### src/rtl/nca_pkg.sv
// ----------------------------------------------------------------------------
// nca_pkg
// Shared types and constants for the nearest-centroid assignment block:
// payload structs, opcodes, accumulator control and the scan candidate.
// ----------------------------------------------------------------------------
package nca_pkg;

    localparam int DEF_MAX_CLONES  = 16;
    localparam int DEF_MAX_SAMPLES = 16;

    localparam int VAL_W   = 16;
    localparam int SQ_W    = 2 * VAL_W;
    localparam int ACC_W   = 35;
    localparam int TOT_W   = 50;
    localparam int CFG_W   = 5;
    localparam int IDX_W   = 6;
    localparam int CLONE_W = 4;
    localparam int SIDX_W  = 4;

    localparam logic [ACC_W-1:0] ACC_MAX = '1;
    localparam logic [TOT_W-1:0] TOT_MAX = '1;

    localparam logic [CFG_W-1:0] CLONES_RESET = 5'd16;

    typedef enum logic [1:0] {
        OP_WRITE  = 2'd0,
        OP_SAMPLE = 2'd1,
        OP_CLEAR  = 2'd2,
        OP_NOP    = 2'd3
    } nca_op_t;

    typedef struct packed {
        logic [1:0]         opcode;
        logic [CLONE_W-1:0] clone_index;
        logic [SIDX_W-1:0]  sample_index;
        logic [VAL_W-1:0]   value;
        logic               last_sample;
    } nca_in_t;

    typedef struct packed {
        logic [CLONE_W-1:0] assigned_clone;
        logic [ACC_W-1:0]   vector_error;
        logic [TOT_W-1:0]   total_error;
    } nca_out_t;

    typedef struct packed {
        logic add;
        logic clr;
    } nca_acc_ctl_t;

    typedef struct packed {
        logic             valid;
        logic [IDX_W-1:0] idx;
        logic [ACC_W-1:0] err;
    } nca_cand_t;

endpackage

### src/rtl/nca_ram.sv
// ----------------------------------------------------------------------------
// nca_ram
// Generic single-write, single-read RAM with registered read data.
// ----------------------------------------------------------------------------
module nca_ram #(
    parameter int WIDTH = 16,
    parameter int DEPTH = 16,
    parameter int AW    = (DEPTH > 1) ? $clog2(DEPTH) : 1
) (
    input  logic             clk,
    input  logic             wr_en,
    input  logic [AW-1:0]    wr_addr,
    input  logic [WIDTH-1:0] wr_data,
    input  logic             rd_en,
    input  logic [AW-1:0]    rd_addr,
    output logic [WIDTH-1:0] rd_data
);

    logic [WIDTH-1:0] mem_reg [DEPTH];
    logic [WIDTH-1:0] rd_data_reg;

    always_ff @(posedge clk) begin
        if (wr_en) begin
            mem_reg[wr_addr] <= wr_data;
        end
        if (rd_en) begin
            rd_data_reg <= mem_reg[rd_addr];
        end
    end

    assign rd_data = rd_data_reg;

endmodule

### src/rtl/nca_cell.sv
// ----------------------------------------------------------------------------
// nca_cell
// One clone: its centroid column, squared-difference accumulator and one
// step of the minimum scan handed along the chain.
// ----------------------------------------------------------------------------
module nca_cell #(
    parameter int MAX_CLONES  = 16,
    parameter int MAX_SAMPLES = 16,
    parameter int K           = 0,
    parameter int SAW         = (MAX_SAMPLES > 1) ? $clog2(MAX_SAMPLES) : 1,
    parameter int CW          = $clog2(MAX_CLONES + 1)
) (
    input  logic                     aclk,
    input  logic                     aresetn,
    input  logic                     wr_en,
    input  logic [SAW-1:0]           wr_addr,
    input  logic [nca_pkg::VAL_W-1:0] wr_data,
    input  logic                     rd_en,
    input  logic [SAW-1:0]           rd_addr,
    input  logic [nca_pkg::VAL_W-1:0] value_s1,
    input  nca_pkg::nca_acc_ctl_t    acc_ctl,
    input  logic [CW-1:0]            n_active,
    input  nca_pkg::nca_cand_t       scan_in,
    output nca_pkg::nca_cand_t       scan_out
);

    import nca_pkg::*;

    logic [VAL_W-1:0] cent;
    logic [VAL_W-1:0] diff;
    logic [SQ_W-1:0]  sq_reg, sq_next;
    logic [ACC_W-1:0] acc_reg, acc_next;
    logic [ACC_W:0]   acc_sum;
    logic             active;
    logic             take;
    nca_cand_t        scan_reg, scan_next;

    nca_ram #(
        .WIDTH (VAL_W),
        .DEPTH (MAX_SAMPLES),
        .AW    (SAW)
    ) u_col (
        .clk     (aclk),
        .wr_en   (wr_en),
        .wr_addr (wr_addr),
        .wr_data (wr_data),
        .rd_en   (rd_en),
        .rd_addr (rd_addr),
        .rd_data (cent)
    );

    // squared difference against this clone's centroid value
    always_comb begin
        diff    = (value_s1 >= cent) ? (value_s1 - cent) : (cent - value_s1);
        sq_next = SQ_W'(diff) * SQ_W'(diff);
    end

    always_ff @(posedge aclk) begin
        sq_reg <= sq_next;
    end

    // saturating accumulate, cleared by opcode or once the scan passes
    always_comb begin
        acc_sum = {1'b0, acc_reg} + (ACC_W + 1)'(sq_reg);
        priority if (acc_ctl.clr) begin
            acc_next = '0;
        end else if (acc_ctl.add) begin
            acc_next = acc_sum[ACC_W] ? ACC_MAX : acc_sum[ACC_W-1:0];
        end else if (scan_in.valid) begin
            acc_next = '0;
        end else begin
            acc_next = acc_reg;
        end
    end

    // strict compare keeps the lowest index on a tie
    always_comb begin
        active    = CW'(K) < n_active;
        take      = scan_in.valid && active && (acc_reg < scan_in.err);
        scan_next = scan_in;
        if (take) begin
            scan_next.idx = IDX_W'(K);
            scan_next.err = acc_reg;
        end
    end

    always_ff @(posedge aclk) begin
        if (!aresetn) begin
            acc_reg  <= '0;
            scan_reg <= '0;
        end else begin
            acc_reg  <= acc_next;
            scan_reg <= scan_next;
        end
    end

    assign scan_out = scan_reg;

endmodule

### config.mk
export PLATFORM = sky130hd
export DESIGN_NAME = nca_cell
export DESIGN_NICKNAME = d
export VERILOG_FILES = /design/src/rtl/nca_pkg.sv /design/src/rtl/nca_ram.sv /design/src/rtl/nca_cell.sv
export SDC_FILE = /design/constraint.sdc
export NUM_CORES = 1
export LEC_CHECK = 0
export BUFFER_PORTS_ARGS = -buffer_cell sky130_fd_sc_hd__buf_2
export CAP_MARGIN = 20
export CORE_MARGIN = 4
export CORE_UTILIZATION = 32
export CTS_CLUSTER_DIAMETER = 80
export DETAILED_ROUTE_END_ITERATION = 7
export PLACE_DENSITY = 0.55
export SYNTH_ARGS = -nofsm -noshare
export SYNTH_HDL_FRONTEND = slang
export SYNTH_HIERARCHICAL = 1
export SYNTH_SLANG_ARGS = --single-unit
### constraint.sdc
create_clock -name aclk -period 11.77 [get_ports aclk]
set_clock_uncertainty 0.15 [all_clocks]
set_input_delay 0.5885 -clock aclk [delete_from_list [all_inputs] [get_ports aclk]]
set_output_delay 0.5885 -clock aclk [all_outputs]
set_load 0.03 [all_outputs]
; ---- Word-level counts from Yosys, hierarchy flattened
; Memory sizes are Yosys's and may differ from the RTL's. A register that Yosys moved wholly into a read port is not among the register bits.
; Index checks and enable logic that the tools add are counted.
[word_totals]
output_inout_bits = 42
ram_bits = 256
reg_bits = 109
mem_count = 1
[memory_table]
columns = memory, depth, width, read_ports, rd_clocked_by_memory_dff, write_ports, line_no
row1 = u_col.mem_reg, 16, 16, 1, 1, 1, nca_ram.sv:19  ; logic [WIDTH-1:0] mem_reg [DEPTH];
[op_classes]
n_reduce_logical = 5
mul = 1
magnitude_cmp = 3
bitwise_logic = 1
muxes = 7
add_sub_neg = 3
[ops]
columns = op, n
row1 = $mux W35, 4
row2 = $add A35 B32 Y36, 1
row3 = $lt A35 B35 Y1, 1
row4 = $mul A16 B16 Y32, 1
row5 = $sub A16 B16 Y16, 2
row6 = $ge A16 B16 Y1, 1
row7 = $mux W16, 1
row8 = $lt A1 B5 Y1 const A, 1
row9 = $reduce_or A2 Y1, 2
row10 = $logic_and A1 B1 Y1, 2
row11 = $mux W1, 2
row12 = $reduce_bool A2 Y1, 1
row13 = $not A1 Y1, 1

; ---- Longest topological paths before layout
; Gate-level depths: netlist of run 1.
[logic_depth]
ltp_word = 4
ltp_mapped = 38
ltp_nobuf = 35

; ---- Cells and area by module
; Netlist of run 1, hierarchy kept.
[by_module_without_submodules]
columns = mod, seq_area_each_um2, area_each_um2, instances, cells_per_inst
row1 = nca_cell, 2162.1, 14712.9, 1, 1767
row2 = nca_ram, 8167.8, 10203.5, 1, 432

; ---- Least setup slack after synthesis of run 1
; No wires, ideal clock.
[synth_timing]
path_kind = input to register
start = input port value_s1[0] (netlist name)
end = register sq_reg[31]
required_time_ns = 11.498
path_buffers = 0
stages = 32
slack_ns = 3.380
arrival_ns = 8.118
setup_time_ns = 0.122
cell_sequence = inv_1 -> ha_1 -> fa_1 -> nand3b_1 -> a31oi_1 -> o21ai_1 -> a21oi_4 -> mux2i_1 -> o21ai_1 -> a221oi_2 -> xor2_2 -> inv_2 -> nand2_1 -> fa_1 -> fa_1 -> inv_1 -> fa_1 -> fa_1 -> fa_1 -> inv_1 -> fa_1 -> inv_1 -> ha_1 -> nand4_1 -> nor2_1 -> a21oi_1 -> o41ai_1 -> nand2_1 -> a211oi_1 -> a211oi_1 -> o21ai_0 -> xnor2_1
[synth_between]
elab_chain_cells = 3
[synth_lines]
columns = item, line_no
row1 = from (decl), nca_cell.sv:20  ; input logic [nca_pkg::VAL_W-1:0] value_s1,
row2 = $sub A16 B16 Y16 / $ge A16 B16 Y1 (equally long branches), nca_cell.sv:54  ; diff = (value_s1 >= cent) ? (value_s1 - cent) : (cent - value_s1);
row3 = $mux W16 (*), nca_cell.sv:54
row4 = $mul A16 B16 Y32 (*), nca_cell.sv:55  ; sq_next = SQ_W'(diff) * SQ_W'(diff);
row5 = net sq_next[31], nca_cell.sv:31  ; logic [SQ_W-1:0] sq_reg, sq_next;
row6 = to (signal assigned), nca_cell.sv:59  ; sq_reg <= sq_next;
row7 = to (decl), nca_cell.sv:31
; The timed path passes the listed nets; every way through them passes the cells marked *.
; A chain may end at the register's enable or synchronous reset.

; ---- Final worst setup path of run 1
[layout_timing]
start = register u_col.rd_data_reg[0], in the netlist u_col/rd_data[0], read port of u_col.mem_reg
end = register sq_reg[31]
[layout_between]
elab_chain_cells = 3
[layout_lines]
columns = item, line_no
row1 = from (decl), nca_ram.sv:20  ; logic [WIDTH-1:0] rd_data_reg;
row2 = $sub A16 B16 Y16 / $ge A16 B16 Y1 (equally long branches), nca_cell.sv:54
row3 = $mux W16 (*), nca_cell.sv:54
row4 = $mul A16 B16 Y32 (*), nca_cell.sv:55
row5 = net sq_next[31], nca_cell.sv:31
; Marked as above.

==> results of run 1 <==
metrics by stage:
stage | util (%) | area (um^2) | cells | hold WS, ns
finish | 36.5 | 28200 | 3394 | 0.0814
global route | 36.5 | 28200 | 3391 | 0.0594
CTS | 36.4 | 28200 | 3390 | 0.0393
detailed placement | 34.6 | 26700 | 3311 | 0.370
global placement | 34.5 | 26700 | 3308 | 0.366
floorplan | - | 24900 | 2199 | 0.311
layer usage:
metal	global-route usage (%)	vias to the layer above	share of wire [%]	wire length (um)
li1	-	7972	-	-
met5	0	-	0.046	27
met4	3.39	4	2.0	1190
met3	2.63	81	5.9	3510
met2	24.9	411	48	28300
met1	18.7	8148	44	26000
worst max-delay path: cells and delay by family (launching register included):
kind                     cells  cell delay (ns)
buffers and inverters        4             0.43
XOR/XNOR                     2             0.59
AO/OA/AOI/OAI               11             3.00
flip-flops                   1             0.41
AND/OR/NAND/NOR              5             0.95
adder cells (fa/ha/maj)      8             4.15
how the worst min path moves through the flow:
stage                                    endpoint  depth (start not counted)  slack [ns]
final                     scan_out[33]$_SDFF_PN0_                          3        0.08
after global routing      scan_out[35]$_SDFF_PP0_                          2        0.06
after CTS                 scan_out[38]$_SDFF_PP0_                          2        0.04
after detailed placement  scan_out[18]$_SDFF_PN0_                          2        0.37
after global placement    scan_out[18]$_SDFF_PN0_                          2        0.37
after floorplan            scan_out[0]$_SDFF_PN0_                          2        0.31
cells by family after synthesis:
kind of cell,count (synthesis),share of synthesized area (%)
simple gates,462,8.33
mux,74,6.34
xor+xnor,73,2.66
buf+inv,419,6.68
fa+ha+maj,361,23.1
flops,380,41.5
compound gates,430,11.4
area by class of cell:
type                    instances  area [um^2]  area share (%)
diodes                          3         7.51          0.0266
inverters                     324         1220            4.31
well taps                    1040         1300            4.61
clock inverters                26          324            1.15
repair buffers                168          942            3.34
flip-flops and latches        380        10300            36.6
multi-input cells            1400        13000            46.0
clock buffers                  53         1120            3.98
cell usage in the layout (no fill, tap or decap), types with 59 or more instances in the layout:
master	count
fa_1	166
buf_2	132
nand3_1	59
o21ai_0	78
dfxtp_1	108
nand2_1	161
ha_1	195
nor2_1	135
edfxtp_1	272
a21oi_1	112
inv_1	317
a21o_1	62
==> results.md, run 1 <==
Setup path:
- The kind of start point of the critical path is a flop.
- The highest net fanout along the worst path is 18.
- The endpoint class of the critical path is a flop.
- The required arrival time at the worst endpoint is 12.09 ns.
- For the worst flop-to-flop path, the logic depth is 30.
- The critical path is of the flop to flop type.
- The worst reg2reg path endpoint is sq_reg[31]$_DFF_P_.
- The timing startpoint of the critical path is u_col/rd_data[0]$_DFFE_PP_.
- The critical path's most frequent cell is fa_1.
- The most critical setup path has its endpoint at sq_reg[31]$_DFF_P_.
- The maximum cell stage delay along the critical path is 0.71 ns.
- The endpoint arrival time on the critical path is 10.12 ns.
- The startpoint identified for the worst register-to-register timing path is u_col/rd_data[0]$_DFFE_PP_.
- The cell at the slowest stage of the critical path is ha_1.
- The slack of the worst reg-to-reg path is 1.97 ns.

Clock network:
- The cell sitting at the root of the clock tree is a clkbuf_16.
- The sink count of the clock tree is 380.
- Clock-pin slew was measured on the worst setup and hold paths at 0.06 ns.
- The number of setup buffers added after CTS is 0.
- The number of gates given a new drive strength after cts is 0.
- In this run the number of H-tree levels came out at 2.
- TritonCTS built the clock tree.
- Clock tree synthesis inserted a total of 43 buffers.
- The number of hold buffers added after CTS was 0.
- The largest buffer count on any clock path is 3.
- The later pin in the worst-skew pair is clocked with a latency of 0.59 ns.

GRT:
- The largest net degree at the start of global routing is 79.
- The number of global-route vias before repair is 17500.
- The overall global routing resource usage is 14.4%.
- The number of antenna violations at the first check in global routing is 4.
- The first global-routing pass estimated 95.0 mm of wire.
- The total overflow reported by the global router is 0.

Floorplanning:
- The region available for standard cell placement spans 0.0773 mm^2.
- The die span in y is 287 um.
- The die outline area is 0.0824 mm^2.
- The initial core utilization is 32.2%.
- The width of the chip is 287 um.
- The number of ports placed on the die boundary is 135.
- The placement row count is 102.

Detailed routing:
- Using the TritonRoute via totals, the vias-per-cell ratio works out to 4.90.
- The detailed router finished its first iteration with 1018 violations.
- The first detailed-routing pass ran for 5 iterations.
- The final routed wirelength across all metal layers is 59.1 mm.
- The total DRC errors in the routed layout is 0.
- The detailed-route wire length per cell is 17.4 um.
- The count of nets left with antenna violations after detail routing is 0.
- The via count is 16600.

Synthesis:
- After synthesis, flip-flops and latches occupy 41.5% of the total area.
- Yosys mapped the design onto 73 distinct sky130hd cell types.
- The Yosys warning count is 6.
- The synthesized design spends more area on one cell type than any other, namely edfxtp_1.
- Among all flip-flop cells after synthesis, the most frequent one is edfxtp_1.
- The top cell type's share of synthesized area is 32.8%.
- The register bit total from synthesis is 380.
- Sorting the synthesized cells by how often they occur yields inv_1 (317), edfxtp_1 (272), ha_1 (195).
- The most numerous cell in the Yosys netlist is inv_1.
- Synthesis produced a netlist with a net count of 2653.
- By area the synthesized netlist is led by edfxtp_1 (33%), fa_1 (13%), ha_1 (9.8%).
- The cell count after synthesis came out at 2199.
- The mean area per synthesized cell is 11.3 um^2.
- Counting flops with a built-in enable in the synthesized netlist gives 272.
- The mapped netlist covers 0.0249 mm^2.
- The proportion of register bits with asynchronous set or reset after synthesis is 0%.

Timing:
- The number of endpoints with negative hold slack in the final report is 0.
- Setup violations remaining at the end of the flow were counted as 0.
- The routed design could run at a clock period as short as 9.80 ns.
- The number of slew-limit violations in the final report is 0.
- Setup repair after global routing left no endpoint under its margin.
- Dividing the final minimum period by the clock period gives 83.3%.
- The setup TNS is 0 ns.
- The worst max-slew margin expressed relative to the limit is 25.8%.
- Derived from the worst setup path, the maximum achievable clock frequency is 102 MHz.
- The worst-case setup margin in the final layout is 1.97 ns.
- The slew at the pin with the worst max-slew slack is 1.11 ns.

Finish:
- Of the cells placed in the final design, the portion with a size suffix greater than 1 is 13.4%.
- The synthesis-to-finish area growth is 13.2%.
- The number of flip-flops under the largest register name is 256.
- The filler cells instantiated in the layout total 7600.
- The final net count is 2771.

Place:
- The count of buffers added on input and output ports is 134.
- OpenSTA, run right after detailed placement, puts the worst setup slack at 1.68 ns.
- At the end of routability-driven placement, the weighted congestion stood at 0.870.
- Summed over all nets, the half-perimeter wirelength after detailed placement is 43.2 mm.

Worst hold path:
- The worst hold path begins at scan_in[33].
- The kind of path behind the tightest hold check is input pin to flop.

Status:
- The flow ran to the end, and the final reports show no timing, DRC or antenna violations.

Run:
- Max-cap violations in this run came to 0.
Power of run 1 is left out: the tool's default activity adds up to more than one toggle a clock period on the data nets, which glitch-free logic cannot reach.
==> run 2, diff against run 1 <==
Clock period 11.77 ns to 9.9 ns, I/O delays scaled along.
==> run 2 against run 1 <==
  * Die area is the same
  * Via count grew 1.1%
  * Global-route usage grew 0.13 points
  * Critical endpoint unchanged
  * Largest cell class unchanged
==> results.md, run 2 (synthesis gave the netlist of run 1 again) <==
GRT:
- The overall global routing resource usage is 14.5% (+0.13 points).
- The number of antenna violations at the first check in global routing came to 9 (+5).
- The global-route wire length before repair is 96.4 mm (+1.4%).
- The number of global-route vias before repair came to 17800 (+1.8%).
- The total overflow reported by the global router came to 0 (unchanged).
- The largest net degree at the start of global routing is 79 (unchanged).

Setup path:
- The required arrival time at the worst endpoint is 10.22 ns (-1.87 ns).
- The endpoint identified for the worst register-to-register timing path is sq_reg[31]$_DFF_P_.
- The launch instance of the worst register-to-register path is u_col/rd_data[9]$_DFFE_PP_.
- The endpoint arrival time on the critical path is 9.61 ns (-0.51 ns).
- The critical path's most frequent cell is fa_1.
- The highest net fanout along the worst path came to 18 (unchanged).
- The worst setup path is launched from a flop.
- The worst-case reg-to-reg path depth is 33 (+10%).
- The critical setup path kind is flop to flop.
- The slack of the worst reg-to-reg path is 0.61 ns (-1.36 ns).
- The maximum cell stage delay along the critical path is 0.57 ns (-0.14 ns).
- On the critical path, the stage with the largest delay is an instance of a21o_1.
- STA classifies the critical path endpoint as a flop.

Worst hold path:
- The kind of path behind the tightest hold check is input pin to flop.
- The cell count of the worst hold path is 3 (unchanged).
- The hold path startpoint is scan_in[14].
- The worst hold path endpoint is scan_out[14]$_SDFF_PN0_.

Timing:
- Setup repair after global routing left no endpoint under its margin.
- The time the worst path needs with I/O delays and setup is 9.29 ns (-0.514 ns).
- The final number of setup-violating endpoints is 0 (unchanged).
- The setup TNS is 0 ns (unchanged).
- The worst max-slew margin expressed relative to the limit is 27.9% (+2.1 points).
- The number of endpoints with negative hold slack in the final report is 0 (unchanged).
- The portion of the clock cycle consumed by the worst path in the final layout is 93.8% (+11 points).
- The slew at the pin with the worst max-slew slack is 1.08 ns (-0.0363 ns).
- The highest clock frequency the design can meet is 108 MHz (+5.5%).
- The number of slew-limit violations in the final report is 0 (unchanged).
- The hold slack is 0.0269 ns (-0.0545 ns).

Floorplanning:
- The initial core utilization was 32.2% (unchanged).
- The die span in y is 287 um (unchanged).
- The area of the core is 0.0773 mm^2 (unchanged).
- The number of ports placed on the die boundary came to 135 (unchanged).
- The placement row count is 102 (unchanged).
- The width of the chip is 287 um (unchanged).
- The die outline area was 0.0824 mm^2 (unchanged).

Finish:
- The area growth from synthesis to layout is 15.2%.
- The number of flip-flops under the largest register name came to 256 (unchanged).
- The utilization after layout came to 37.1% (+0.63 points).
- Leaving out fill and tap cells, the most frequent cells in the layout are inv_1 (317), edfxtp_1 (272), ha_1 (195), fa_1 (166), nand2_1 (161).
- The share of post-route cells with drive strength above 1 is 13.7% (+0.28 points).
- The final net count is 2816 (+1.6%).
- The non-filler instance count after layout is 3443 (+1.4%).
- The library cell used most frequently in the layout, excluding fill and tap cells, is inv_1.

Run:
- The max-cap violation count is 0 (unchanged).

Clock network:
- The register clock-pin slew on the reported worst setup and hold paths is 0.06 ns (about the same).
- The clock insertion delay at the later pin of the skew report is 0.60 ns (about the same).
- The cell at the root of the clock tree is clkbuf_16.
- The CTS tree is yes.
- The count of buffers added by post-CTS timing repair for setup was 0 (unchanged).
- The number of levels the H-tree was split into is 2 (unchanged).
- The sink count of the clock tree is 380 (unchanged).
- The number of clock buffers inserted by TritonCTS is 43 (unchanged).
- The largest buffer count on any clock path is 3 (unchanged).

Detailed routing:
- The total DRC errors in the routed layout is 0 (unchanged).
- The count of nets left with antenna violations after detail routing came to 0 (unchanged).
- The average vias per placed instance came to 4.88 (-0.38%).
- The final routed wirelength across all metal layers is 59.4 mm (+0.62%).
- The via count is 16800 (+1.1%).
- The number of design-rule violations left by the first detailed-router iteration was 913 (-10%).
- The detailed-route wire length per cell is 17.3 um (-0.81%).
- The detailed-router iteration count before antenna repair is 5 (unchanged).

Status:
- The flow ran to the end, and the final reports show no timing, DRC or antenna violations.

Place:
- The HPWL after detailed placement is 43.7 mm (+1.1%).
- The total instance count after detailed placement is 3317 (+0.18%).
- The count of buffers from port buffering is 134 (unchanged).
- The placer congestion estimate was 0.858 (-1.4%).
-- run 2: changes by cell type in the layout (fill, tap and decap cells not counted) --
cell / before / now
dlygate4sd3_1: 0 / 38
clkinvlp_4: 2 / 4
clkbuf_8: 1 / 2
clkbuf_1: 9 / 4
diode_2: 3 / 6
buf_4: 33 / 42
clkinv_4: 1 / 2
inv_6: 3 / 4
bufinv_16: 5 / 6
buf_6: 3 / 1
-- run 2: how the worst max path moves through the flow --
stage / from / end / slack [ns] / depth (start not counted)
finish: u_col/rd_data[9]$_DFFE_PP_ / sq_reg[31]$_DFF_P_ / 0.61 / 33
CTS: u_col/rd_data[3]$_DFFE_PP_ / sq_reg[31]$_DFF_P_ / 0.69 / 33
global placement: value_s1[0] / sq_reg[31]$_DFF_P_ / 0.72 / 36
global route: u_col/rd_data[3]$_DFFE_PP_ / sq_reg[31]$_DFF_P_ / 0.09 / 26
floorplan: value_s1[0] / sq_reg[31]$_DFF_P_ / 1.60 / 32
detailed placement: value_s1[9] / sq_reg[31]$_DFF_P_ / 0.50 / 35
-- run 2: layout make-up --
type	instances	area (um^2)
flip-flops and latches	380	10300
well taps	1040	1300
inverters	324	1220
diodes	6	15.0
repair buffers	213	1370
clock inverters	31	387
fillers	7519	48600
multi-input cells	1400	13000
clock buffers	49	1120
-- run 2: metrics by stage --
stage               setup WS [ns]  cell area (um^2)
global route               0.0874             28700
floorplan                    1.60             24900
detailed placement          0.504             26800
CTS                         0.694             28700
global placement            0.716             26800
finish                      0.615             28700
-- run 2: metal layers --
metal,part of all wire (%),up-vias,global-route usage (%),wire (um)
li1,-,8071,-,-
met1,43,8117,18.9,25800
met2,48,487,24.9,28200
met3,6.3,113,2.52,3720
met4,2.8,4,4.11,1660
met5,0.040,-,0,24
-- run 2: worst max-delay path: cells and delay by family (launching register included) --
family          cells  cell delay, ns
simple gates        4            0.65
compound gates     12            3.19
xor+xnor            2            0.27
flops               1            0.42
fa+ha+maj           8            3.81
buf+inv             7            0.68
-- run 2: repair_timing --
item / CTS / global route
endpoints found under the hold margin: 38 / 0
hold buffers: 38 / 0
gates resized for setup: 0 / 0
Power of run 2 is left out for the same reason.
==> run 3, diff against run 2 <==
Settings changed: PLACE_DENSITY 0.55 to unset.
==> run 3 against run 2 <==
  * Highest routed layer unchanged
  * First-iteration DRC count rose by 12%
  * Cell count fell by 0.49%
  * Count of clock-buffer cells in the layout rose by 5
  * Largest cell class unchanged
  * Setup slack improved by 0.045 ns
  * Non-clock buffer count fell by 2
  * Utilization fell by 0.32 points
==> results.md, run 3 (synthesis gave the netlist of run 1 again) <==
Setup path:
- The slack of the worst reg-to-reg path came to 0.66 ns (+0.04 ns).
- The critical path starts at u_col/rd_data[3]$_DFFE_PP_.
- The launch instance of the worst register-to-register path is u_col/rd_data[3]$_DFFE_PP_.
- Counting stages on the worst path, the most repeated cell is fa_1.
- The capture point of the critical path is sq_reg[29]$_DFF_P_.
- The required arrival time at the worst endpoint is 10.26 ns (+0.04 ns).
- For this design, the slowest cell found on the critical path is fa_1.
- The worst register-to-register path ends at sq_reg[29]$_DFF_P_.
- STA classifies the critical path startpoint as a flop.
- The critical path in this run is classified as flop to flop.
- The maximum cell stage delay along the critical path was 0.60 ns (+0.03 ns).
- The worst-case reg-to-reg path depth is 28 (-15%).
- The endpoint class of the critical path is a flop.
- The endpoint arrival time on the critical path is 9.60 ns (about the same).
- The highest net fanout along the worst path was 18 (unchanged).

Finish:
- The synthesis-to-finish area growth is 14.2%.
- The number of flip-flops under the largest register name was 256 (unchanged).
- The share of post-route cells with drive strength above 1 is 13.1% (-0.59 points).
- In the layout the commonest cells are inv_1 (317), edfxtp_1 (272), ha_1 (195), fa_1 (166), nand2_1 (161).
- The final net count is 2811 (-0.18%).
- The most frequent standard cell in the layout excluding fill and tap cells is inv_1.

Floorplanning:
- The initial core utilization was 32.2% (unchanged).
- The die span in y came to 287 um (unchanged).
- The area of the core is 0.0773 mm^2 (unchanged).
- The number of ports placed on the die boundary is 135 (unchanged).
- The placement row count was 102 (unchanged).
- The width of the chip was 287 um (unchanged).
- The die outline area is 0.0824 mm^2 (unchanged).

Timing:
- The number of slew-limit violations in the final report is 0 (unchanged).
- The time the worst path needs with I/O delays and setup was 9.24 ns (-0.0445 ns).
- The slew at the pin with the worst max-slew slack came to 1.11 ns (+0.0317 ns).
- The highest clock frequency the design can meet is 108 MHz (+0.48%).
- Setup repair after global routing left no endpoint under its margin.
- The worst max-slew margin expressed relative to the limit is 25.8% (-2.1 points).
- The setup TNS is 0 ns (unchanged).
- The number of endpoints with negative hold slack in the final report was 0 (unchanged).
- The portion of the clock cycle consumed by the worst path in the final layout is 93.3% (-0.45 points).
- The final number of setup-violating endpoints is 0 (unchanged).

Clock network:
- TritonCTS built the clock tree.
- The count of buffers added by post-CTS timing repair for setup came to 0 (unchanged).
- The clock insertion delay at the later pin of the skew report came to 0.58 ns (-0.02 ns).
- The sink count of the clock tree is 380 (unchanged).
- The cell at the root of the clock tree is clkbuf_16.
- The register clock-pin slew on the reported worst setup and hold paths is 0.06 ns (about the same).
- The largest buffer count on any clock path was 3 (unchanged).
- The number of clock buffers inserted by TritonCTS is 40 (-7.0%).
- The number of levels the H-tree was split into came to 2 (unchanged).

Status:
- The run finished with clean final reports.

GRT:
- met2 is the most crowded layer.
- The met3 track utilization from global routing is 2.78% (+0.26 points).
- The overall global routing resource usage came to 14.3% (-0.21 points).
- The number of antenna violations at the first check in global routing came to 9 (unchanged).
- The total overflow reported by the global router is 0 (unchanged).
- The met1 demand-to-capacity share in global routing is 18.4% (-0.53 points).
- The global-route wire length before repair is 95.2 mm (-1.3%).
- The number of global-route vias before repair is 17500 (-1.4%).
- The routing usage on met2 is 24.7% (-0.16 points).
- The largest net degree at the start of global routing came to 79 (unchanged).

Detailed routing:
- The total DRC errors in the routed layout was 0 (unchanged).
- The average vias per placed instance is 4.94 (+1.2%).
- The via count was 16900 (+0.70%).
- The count of nets left with antenna violations after detail routing is 0 (unchanged).
- The detailed-router iteration count before antenna repair is 5 (unchanged).
- The number of design-rule violations left by the first detailed-router iteration came to 1024 (+12%).
- The detailed-route wire length per cell is 17.3 um (+0.21%).
- The final routed wirelength across all metal layers is 59.3 mm (-0.28%).

Place:
- The HPWL after detailed placement is 43.1 mm (-1.5%).
- The count of buffers from port buffering came to 134 (unchanged).
- The placer congestion estimate is 0.874 (+1.9%).

Worst hold path:
- The hold path startpoint is scan_in[1].
- The tightest min-delay check is of the input pin to flop type.

Run:
- The max-cap violation count is 0 (unchanged).
[run 3: how the worst min path moves through the flow]
stage	end	slack (ns)	depth (start not counted)
after CTS	scan_out[1]$_SDFF_PN0_	0.001	3
after global placement	scan_out[0]$_SDFF_PN0_	0.36	2
after detailed placement	scan_out[34]$_SDFF_PN0_	0.37	2
after floorplan	scan_out[0]$_SDFF_PN0_	0.31	2
final	scan_out[1]$_SDFF_PN0_	0.03	3
after global routing	scan_out[5]$_SDFF_PN0_	0.02	3
[run 3: worst max-delay path: cells and delay by family (launching register included)]
family / cells / cell delay, ns
adders and majority gates: 8 / 4.01
AOI/OAI and AO/OA: 12 / 3.14
and+or+nand+nor: 4 / 1.17
DFF: 1 / 0.41
buffers and inverters: 3 / 0.17
xor gates and xnor gates: 1 / 0.13
[run 3: timing repair]
action,in CTS,in global routing
endpoints found under the setup margin,0,1
hold endpoints to repair,37,0
resized for setup,0,1
hold buffers,37,0
[run 3: final cells by class]
| type | count | area (um^2) |
|---|---|---|
| Sequential cell | 380 | 10300 |
| Inverter | 324 | 1220 |
| Tap cell | 1040 | 1300 |
| Antenna cell | 4 | 10.0 |
| Clock buffer | 54 | 1070 |
| Multi-Input combinational cell | 1400 | 13000 |
| Timing Repair Buffer | 211 | 1370 |
| Clock inverter | 13 | 180 |
| Fill cell | 7571 | 48900 |
[run 3: through the flow]
step                instances  cell area, um^2  hold slack (ns)  util [%]  worst slack [ns]
finish                   3426            28500           0.0348      36.8             0.659
global route             3423            28400           0.0206      36.8            0.0182
CTS                      3421            28400          0.00103      36.7             0.685
detailed placement       3317            26800            0.367      34.6             0.497
global placement         3317            26800            0.362      34.6             0.634
floorplan                2199            24900            0.311         -              1.60
[run 3: metal layers]
layer  vias to the layer above  part of all wire (%)
li1                       8030                     -
met1                      8313                    43
met2                       452                    48
met3                       105                   5.9
met4                        10                   2.4
met5                         -                 0.098
Power of run 3 is left out for the same reason.
